===== config.mk =====
export PLATFORM = sky130hd
export DESIGN_NAME = ptm_ctrl
export DESIGN_NICKNAME = d
export VERILOG_FILES = /design/src/sv/ptm_pkg.sv /design/src/sv/ptm_ctrl.sv
export SDC_FILE = /design/constraint.sdc
export NUM_CORES = 1
export LEC_CHECK = 0
export CAP_MARGIN = 20
export CORE_AREA = 3 3 40 42
export DETAILED_ROUTE_END_ITERATION = 8
export DIE_AREA = 0 0 43 45
export DONT_BUFFER_PORTS = 1
export HOLD_SLACK_MARGIN = 0.1
export PLACE_DENSITY = 0.45
export REMOVE_ABC_BUFFERS = 1
export SYNTH_ARGS = -nofsm -noshare
export SYNTH_HDL_FRONTEND = slang
export SYNTH_SLANG_ARGS = --single-unit
export TNS_END_PERCENT = 100

===== constraint.sdc =====
create_clock -name clk -period 4 [get_ports clk]
set_clock_uncertainty 0.15 [all_clocks]
set_input_delay 0.8 -clock clk [delete_from_list [all_inputs] [get_ports clk]]
set_output_delay 0.8 -clock clk [all_outputs]
set_load 0.1 [all_outputs]

===== src/sv/ptm_pkg.sv =====
// Shared types, request codes and the expiry helper function of the priority TTL mailbox.
package ptm_pkg;

	// Request codes carried on req_type.
	localparam logic [2:0] REQ_REG   = 3'd0;
	localparam logic [2:0] REQ_UNREG = 3'd1;
	localparam logic [2:0] REQ_SEND  = 3'd2;
	localparam logic [2:0] REQ_RECV  = 3'd3;
	localparam logic [2:0] REQ_BCAST = 3'd4;
	localparam logic [2:0] REQ_COUNT = 3'd5;

	// Result status codes.
	localparam logic [1:0] ST_OK   = 2'd0;
	localparam logic [1:0] ST_MISS = 2'd1;
	localparam logic [1:0] ST_FULL = 2'd2;

	// Priority given to broadcast messages.
	localparam logic [1:0] PRIO_NORMAL = 2'd1;

	// One stored message.
	typedef struct packed {
		logic [7:0]  kind;
		logic [63:0] sender;
		logic [63:0] corr;
		logic [31:0] payload;
		logic [15:0] bytes;
		logic [31:0] stamp;
		logic [1:0]  prio;
		logic [31:0] ttl;
	} entry_t;

	// Operations the controller asks of the datapath.
	typedef enum logic [3:0] {
		OP_IDLE,
		OP_LOAD,
		OP_SLOT_SCAN,
		OP_REG,
		OP_UNREG,
		OP_SEND,
		OP_COUNT,
		OP_BAD,
		OP_BCAST_STEP,
		OP_RX_START,
		OP_RX_STEP,
		OP_RX_FIN,
		OP_FINISH
	} op_t;

	// Status the datapath reports back to the controller.
	typedef struct packed {
		logic [2:0] req;
		logic       found;
		logic       scan_last;
		logic       rx_done;
		logic       out_busy;
	} stat_t;

	// A message has expired once its lifetime, counted from its stamp, is over.
	function automatic logic expired(input entry_t e, input logic [31:0] now);
		logic [32:0] limit;
		limit = {1'b0, e.stamp} + {1'b0, e.ttl};
		return (e.ttl != 32'd0) && ({1'b0, now} > limit);
	endfunction

endpackage


===== src/sv/ptm_ctrl.sv =====
// Controller state machine of the priority TTL mailbox.
module ptm_ctrl (
	input  logic          clk,
	input  logic          arst_n,
	input  logic          in_valid,
	output logic          in_ready,
	input  ptm_pkg::stat_t st,
	output ptm_pkg::op_t   op
);

	typedef enum logic [2:0] {
		S_IDLE,
		S_LOOK,
		S_DISPATCH,
		S_BCAST,
		S_RX_SCAN,
		S_RX_FIN,
		S_FIN
	} state_t;

	state_t state_q, state_d;

	// Next state and the operation issued in the current state.
	always_comb begin
		state_d = state_q;
		op = ptm_pkg::OP_IDLE;
		unique case (state_q)
			S_IDLE: begin
				if (in_valid) begin
					op = ptm_pkg::OP_LOAD;
					state_d = S_LOOK;
				end
			end
			S_LOOK: begin
				op = ptm_pkg::OP_SLOT_SCAN;
				if (st.scan_last) state_d = S_DISPATCH;
			end
			S_DISPATCH: begin
				state_d = S_FIN;
				unique case (st.req)
					ptm_pkg::REQ_REG:   op = ptm_pkg::OP_REG;
					ptm_pkg::REQ_UNREG: op = ptm_pkg::OP_UNREG;
					ptm_pkg::REQ_SEND:  op = ptm_pkg::OP_SEND;
					ptm_pkg::REQ_COUNT: op = ptm_pkg::OP_COUNT;
					ptm_pkg::REQ_BCAST: begin
						op = ptm_pkg::OP_IDLE;
						state_d = S_BCAST;
					end
					ptm_pkg::REQ_RECV: begin
						if (st.found) begin
							op = ptm_pkg::OP_RX_START;
							state_d = S_RX_SCAN;
						end else begin
							op = ptm_pkg::OP_BAD;
						end
					end
					default: op = ptm_pkg::OP_BAD;
				endcase
			end
			S_BCAST: begin
				op = ptm_pkg::OP_BCAST_STEP;
				if (st.scan_last) state_d = S_FIN;
			end
			S_RX_SCAN: begin
				op = ptm_pkg::OP_RX_STEP;
				if (st.rx_done) state_d = S_RX_FIN;
			end
			S_RX_FIN: begin
				op = ptm_pkg::OP_RX_FIN;
				state_d = S_FIN;
			end
			S_FIN: begin
				if (!st.out_busy) begin
					op = ptm_pkg::OP_FINISH;
					state_d = S_IDLE;
				end
			end
			default: state_d = S_IDLE;
		endcase
	end

	assign in_ready = (state_q == S_IDLE);

	// State register.
	always_ff @(posedge clk or negedge arst_n) begin
		if (!arst_n) begin
			state_q <= S_IDLE;
		end else begin
			state_q <= state_d;
		end
	end

endmodule


== Word-level counts from Yosys, hierarchy flattened ==
Index checks and enable logic that the tools add are counted.
Word-level totals
  flip-flop bits (word level): 3
  bits of input ports: 10
Cells by class
  equal/unequal tests: 16
  multiplexer cells: 13
  reduce and logical (&&, ||, !) cells: 3
Operators by type and width (number)
  case mux 4 bit (7 select lines): 1
  case mux 4 bit (6 select lines): 1
  case mux 3 bit (7 select lines): 1
  == test 3 bit (second input constant): 5
  2-to-1 mux 3 bit: 5
  == test 3 x 2 -> 1 bit (second input constant): 4
  inequality test 2 bit (second input constant): 5
  2-to-1 mux 4 bit: 2
  == test 3 x 1 -> 1 bit (second input constant): 2
  zero test 3 bit: 2
  case mux 3 bit (2 select lines): 1
  AND reduction 5 bit: 1
  2-to-1 mux 2 bit: 1
  2-to-1 mux 1 bit: 1

== Logic depth before layout (Yosys ltp) ==
Gate-level depths: netlist of the first run.
  depth after elaboration: 3
  depth in mapped cells: 5

== Worst setup path after synthesis of the first run ==
OpenSTA, ideal clock, no wires.
  path type: input to output
  from: input port st[6] in the netlist's numbering
  to: output port op[3]
  data arrival time: 3.375 ns
  slack: -0.325 ns
  stages: 3
  cells stage by stage: and4b_1 > nor2_1 > o31ai_1
Between the ends
  cells in the longest elaborated chain, start to end: 3
Ends and longest elaborated chain
  start: declaration: RTL line ptm_ctrl.sv:7  | input ptm_pkg::stat_t st,
  == test 3 x 2 -> 1 bit (tied with other cells): RTL line ptm_ctrl.sv:40  | unique case (st.req)
  case mux 4 bit (6 select lines) (*): RTL line ptm_ctrl.sv:40
  case mux 4 bit (7 select lines) (*): RTL line ptm_ctrl.sv:27  | unique case (state_q)
  end: declaration: RTL line ptm_ctrl.sv:8  | output ptm_pkg::op_t op
Every way passes the cells marked *; elsewhere a longest branch is shown, timed or not.

== Worst setup path in the final report of the first run ==
  from: register state_q[2]
  to: output port op[1]
Between the ends
  cells in the longest elaborated chain, start to end: 2
Ends and longest elaborated chain
  start: declaration: RTL line ptm_ctrl.sv:21  | state_t state_q, state_d;
  start signal: assignment: RTL line ptm_ctrl.sv:89  | state_q <= state_d;
  == test 3 bit (tied with other cells): RTL line ptm_ctrl.sv:27
  case mux 4 bit (7 select lines) (*): RTL line ptm_ctrl.sv:27
Marked as above.

==> results of run 1 <==
==> cell type report <==
| type | count | share of cell area (%) |
|---|---|---|
| Inverter | 3 | 2.86 |
| Multi-Input combinational cell | 39 | 54.9 |
| Clock buffer | 4 | 5.47 |
| Timing Repair Buffer | 6 | 17.2 |
| Sequential cell | 3 | 15.6 |
| Tap cell | 15 | 3.91 |
==> path summary, 6_finish.rpt <==
kind                       depth (start not counted)  slack [ps]                     end
setup / recovery                                   5        1330                   op[1]
hold reg to reg                                    2         570  state_q[0]$_DFFE_PN0P_
min in group asynchronous                          1         670  state_q[2]$_DFFE_PN0P_
max in group asynchronous                          1        2880  state_q[0]$_DFFE_PN0P_
hold / removal                                     2         570  state_q[0]$_DFFE_PN0P_
setup reg to reg                                   4        2330  state_q[1]$_DFFE_PN0P_
==> worst max-delay path, cell delays in order, from the launching register on <==
cell,delay (ps)
dfrtp_1,550
nor2_1,270
nand2_1,120
a21o_1,190
o21ai_2,50
buf_4,300
==> cell usage in the layout, fill, tap and decap left out, types with 2 or more instances in the layout <==
master     count
a21oi_1        4
o21ai_0        3
nor3_1         2
nor3_2         2
clkbuf_16      2
buf_4          3
clkbuf_4       3
nor2_1         6
nand2_1        5
inv_1          2
dfrtp_1        3
==> cells in the mapped netlist, drive strengths merged (2+ instances only) <==
cell type / number
dfrtp: 3
nor3: 4
nand2: 5
o21ai: 5
clkbuf: 2
o31ai: 2
inv: 3
a21oi: 4
nor2: 6
==> layer usage <==
| metal | vias to the layer above | GRT usage (%) | wire length [microns] |
|---|---|---|---|
| met3 | 0 | 5.58 | 65 |
| met4 | 0 | 5.42 | 0 |
| met1 | 159 | 12.0 | 351 |
| li1 | 191 | - | - |
| met5 | - | 0 | 0 |
| met2 | 10 | 14.1 | 382 |
==> timing repair <==
action / 4_1_cts / 5_1_grt
endpoints found under the hold margin: 0 / 3
setup buffers: 0 / 0
setup endpoints to repair: 0 / 0
hold buffers: 0 / 1
==> cell families after synthesis <==
| family | synth area share (%) |
|---|---|
| and+or+nand+nor | 28.5 |
| muxes | 2.96 |
| DFF | 22.2 |
| buffers and inverters | 9.63 |
| AOI/OAI and AO/OA | 36.7 |
==> metrics by stage <==
step	instance area [sq um]	cells	setup WS [ps]	hold WS (ps)
6_report	480	70	1330	568
3_3_place_gp	444	65	1370	354
5_1_grt	480	70	1190	626
4_1_cts	470	69	1320	104
2_1_floorplan	319	45	-325	354
3_5_place_dp	444	65	1360	354
==> results by group, run 1 <==
Timing
  – Final Hold Vio Count: 0
  – Slew @ Worst Pin: 515 ps
  – Final critical-path share of the clock period: 66.8%
  – Final setup fails: 0
  – RSZ-0062 raised after global routing: false
  – Final Max Tran Viols: 0
  – FMAX: 374 MHz
  – Slew headroom: 65.7%
  – Min Tclk post-route: 2670 ps
  – Final setup TNS: 0 ps

Logic synthesis
  – Yosys reg bits: 3
  – Top cells by area, synth: dfrtp_1 (22%), nor2_1 (6.7%), a21oi_1 (5.9%), nor3_1 (5.9%), o21ai_0 (5.9%)
  – Sequential area share after synthesis: 22.2%
  – Mapped Area: 338 sq um
  – Synth top area share: 22.2%
  – Synth warn: 0
  – Post-synth top flop: dfrtp_1
  – Post-synthesis area per instance: 7.04 sq um
  – Synth area leader: dfrtp_1
  – Synth async-reset ratio: 100%
  – Count of cell types in the netlist: 25
  – Mapped Cells: 48
  – Post-synth EDFFs: 0

Floorplan
  – Core box area: 0.00128 sq mm
  – I/O pins: 15
  – Row Count: 13
  – Die width: 43 microns
  – Die ar.: 0.00194 sq mm
  – Starting density of the core: 26.3%
  – Die Y: 45 microns

Clocking
  – Clock net sink count: 3
  – Post-CTS Resized: 0
  – Clk slew on worst S/H paths: 40 ps
  – CTS tree: yes
  – Worst-Skew Late Latency: 230 ps
  – Num CTS Buffers: 3
  – Htree depth: 1
  – Deepest clock path buffer count: 2
  – Clk root buf: clkbuf_4

Route
  – Pre-antenna DRT Iters: 2
  – DRT iter0 DRCs: 4
  – DRC violations left: 0
  – Vias per cell: 5.14
  – Routed Antenna Nets: 0
  – Vias: 360
  – Post-Route WL: 799 microns
  – Wire per inst: 11.4 microns

Cells and area
  – Area of the multi-input gates: 264 sq um
  – Synth-to-layout area growth: 42.2%
  – Fin util: 37.4%
  – Seq. cell area: 75.1 sq um
  – Share of layout cells above drive strength 1: 27.3%
  – Top reg by flops: state_q
  – Fill cells: 131
  – Diode count: 0
  – Largest register FFs: 3
  – Largest registers: state_q (3)
  – Fin nets: 66

Global routing
  – Largest net degree at the start of global routing: 16
  – Antenna violations before repair: 0
  – First-pass GRT wire length: 1.42 mm
  – Vias in the first global route: 339
  – Total grt overflow: 0
  – GRT Util Overall: 9.99%

Setup path
  – Kind of critical path: flop to output port
  – Reg2Reg Launch Point: state_q[1]$_DFFE_PN0P_
  – Critical Path Start: state_q[2]$_DFFE_PN0P_
  – Crit path capture type: output port
  – CP Launch Type: flop
  – CP max FO: 15
  – CP arrival: 1720 ps
  – Crit path required time: 3050 ps

Place
  – Routability cong.: 0.627
  – Buffers on Ports: 0
  – DP HPWL: 644 microns

Hold path
  – Hold Startpoint: state_q[0]$_DFFE_PN0P_
  – Worst min path class: flop to flop

Run status
  – Status: finished clean

Job
  – Max-cap violation count: 0
Power of run 1 is not shown: default switching activity piles up to over one toggle a cycle in this logic, so the estimate is an artifact.
==> run 2: changes to the inputs <==
PLACE_DENSITY = 0.46   (was 0.45)
clock period = 2.2 ns   (was 4 ns; I/O delays follow)
==> run 2 against run 1 <==
Compared with the run above:
- clock-buffer cell count unchanged
- register-to-register slack lost 1700 ps
- sequential share of layout area fell by 1.0 points
- via count up 2.5%
- setup slack worse by 1200 ps
- first-iteration DRC count increased by 50%
- non-clock buffer count is 2 higher
- core utilization increased by 3.2 points
- global-route usage decreased by 0.83 points
- critical endpoint unchanged
- sequential cell count stayed put
- die area unchanged
- cell count increased by 2.9%
==> results by group, run 2 (synthesis gave the netlist of run 1 again) <==
Run status
  – Status: finished clean

Setup path
  – Register-to-Register Setup Slack: 650 ps (-1680 ps)
  – CP arrival: 1480 ps (-240 ps)
  – CP max FO: 3 (-12)
  – Critical Path Start: state_q[0]$_DFFE_PN0P_
  – Reg2Reg Launch Point: state_q[1]$_DFFE_PN0P_
  – Crit path required time: 1610 ps (-1440 ps)
  – Reg-to-reg endpoint: state_q[1]$_DFFE_PN0P_
  – Critical Path Sink: op[1]
  – Crit path capture type: output port
  – CP Launch Type: flop
  – Worst reg-to-reg path cell count: 4 (unchanged)
  – Kind of critical path: flop to output port

Place
  – DP HPWL: 646 microns (+0.37%)
  – Buffers on Ports: 0 (unchanged)
  – Post-DP Area: 484 sq um (+9.0%)
  – Routability cong.: 0.755 (+21%)
  – Post-Place Cells: 67 (+3.1%)

Job
  – Max-cap violation count: 0 (unchanged)

Timing
  – Min Tclk post-route: 2070 ps
  – Final critical-path share of the clock period: 94.3%
  – Final setup fails: 0 (unchanged)
  – RSZ-0062 raised after global routing: false
  – Slew @ Worst Pin: 336 ps (-179 ps)
  – Slew headroom: 77.4% (+12 points)
  – Final setup TNS: 0 ps (unchanged)
  – Final Max Tran Viols: 0 (unchanged)
  – FMAX: 482 MHz
  – Final Hold Vio Count: 0 (unchanged)

Cells and area
  – Fin cells: 72 (+2.9%)
  – Most frequent cells in the layout: nor2_1 (6), nand2_1 (5), a21oi_1 (4)
  – Synth-to-layout area growth: 54.4%
  – Most common cell after layout, fill and taps aside: nor2_1
  – Largest registers: state_q (3)
  – Fin util: 40.6% (+3.2 points)
  – Diode count: 0 (unchanged)
  – Fill cells: 132 (+0.76%)
  – Fin nets: 68 (+3.0%)
  – Cell area after layout: 522 sq um (+8.6%)
  – Top reg by flops: state_q
  – Share of layout cells above drive strength 1: 31.6% (+4.3 points)
  – Largest register FFs: 3 (unchanged)

Clocking
  – Clk slew on worst S/H paths: 30 ps (about the same)
  – CTS tree: yes
  – Clk root buf: clkbuf_4
  – Worst-Skew Late Latency: 230 ps (about the same)
  – Clock net sink count: 3 (unchanged)
  – Deepest clock path buffer count: 2 (unchanged)
  – Htree depth: 1 (unchanged)
  – Num CTS Buffers: 3 (unchanged)
  – Setup Buffers After CTS: 0 (unchanged)

Route
  – Post-Route WL: 819 microns (+2.5%)
  – Wire per inst: 11.4 microns (-0.34%)
  – Routed Antenna Nets: 0 (unchanged)
  – DRT iter0 DRCs: 6 (+2)
  – DRC violations left: 0 (unchanged)
  – Pre-antenna DRT Iters: 3 (+1)
  – Vias: 369 (+2.5%)
  – Vias per cell: 5.13 (-0.35%)

Global routing
  – GRT Util Overall: 9.17% (-0.83 points)
  – Antenna violations before repair: 0 (unchanged)
  – Total grt overflow: 0 (unchanged)
  – Largest net degree at the start of global routing: 15 (-1)
  – First-pass GRT wire length: 1.30 mm (-8.7%)
  – Vias in the first global route: 325 (-4.1%)

Hold path
  – Hold path depth: 3 (+1)
  – Worst min path class: input port to flop

Floorplan
  – Die ar.: 0.00194 sq mm (unchanged)
  – Core box area: 0.00128 sq mm (unchanged)
  – Die width: 43 microns (unchanged)
  – Die Y: 45 microns (unchanged)
  – I/O pins: 15 (unchanged)
  – Starting density of the core: 26.3% (unchanged)
  – Row Count: 13 (unchanged)
==> run 2: changes by cell type in the layout (fill, tap and decap cells not counted), sizes merged <==
| cell | before | now |
|---|---|---|
| buf | 3 | 5 |
==> run 2: worst min-delay path by stage <==
stage,startpoint,to
floorplan,arst_n,state_q[0]$_DFFE_PN0P_
global placement,arst_n,state_q[1]$_DFFE_PN0P_
detailed placement,arst_n,state_q[1]$_DFFE_PN0P_
CTS,st[2],state_q[0]$_DFFE_PN0P_
global route,st[2],state_q[0]$_DFFE_PN0P_
finish,st[2],state_q[0]$_DFFE_PN0P_
==> run 2: critical path, cell delays in order (launching register included) <==
cell	delay, ps
dfrtp_1	360
nor2_1	240
nand2_1	130
a21o_1	180
o21ai_2	50
buf_4	300
==> run 2: area by class of cell <==
class / count / area [sq um] / area share (%)
inverters: 3 / 13.8 / 2.64
well taps: 15 / 18.8 / 3.60
multi-input cells: 39 / 264 / 50.6
repair buffers: 8 / 123 / 23.5
clock buffers: 4 / 26.3 / 5.04
flip-flops and latches: 3 / 76.3 / 14.6
==> run 2: metal layers <==
layer	track usage [%]	wire length (microns)
met5	0	0
met4	7.23	0
met3	2.79	40
met2	14.1	429
met1	10.6	349
==> run 2: through the flow <==
stage,worst slack (ps),hold WS (ps)
3_3_place_gp,308,-5.52
2_1_floorplan,-1400,-5.59
4_1_cts,69.6,248
6_report,126,248
5_1_grt,20.6,269
3_5_place_dp,299,-5.52
==> run 2: timing repair <==
action,CTS,global route
setup endpoints to repair,0,1
hold endpoints to repair,3,0
resized for setup,0,1
hold buffers,1,0
Power of run 2 is left out for the same reason.
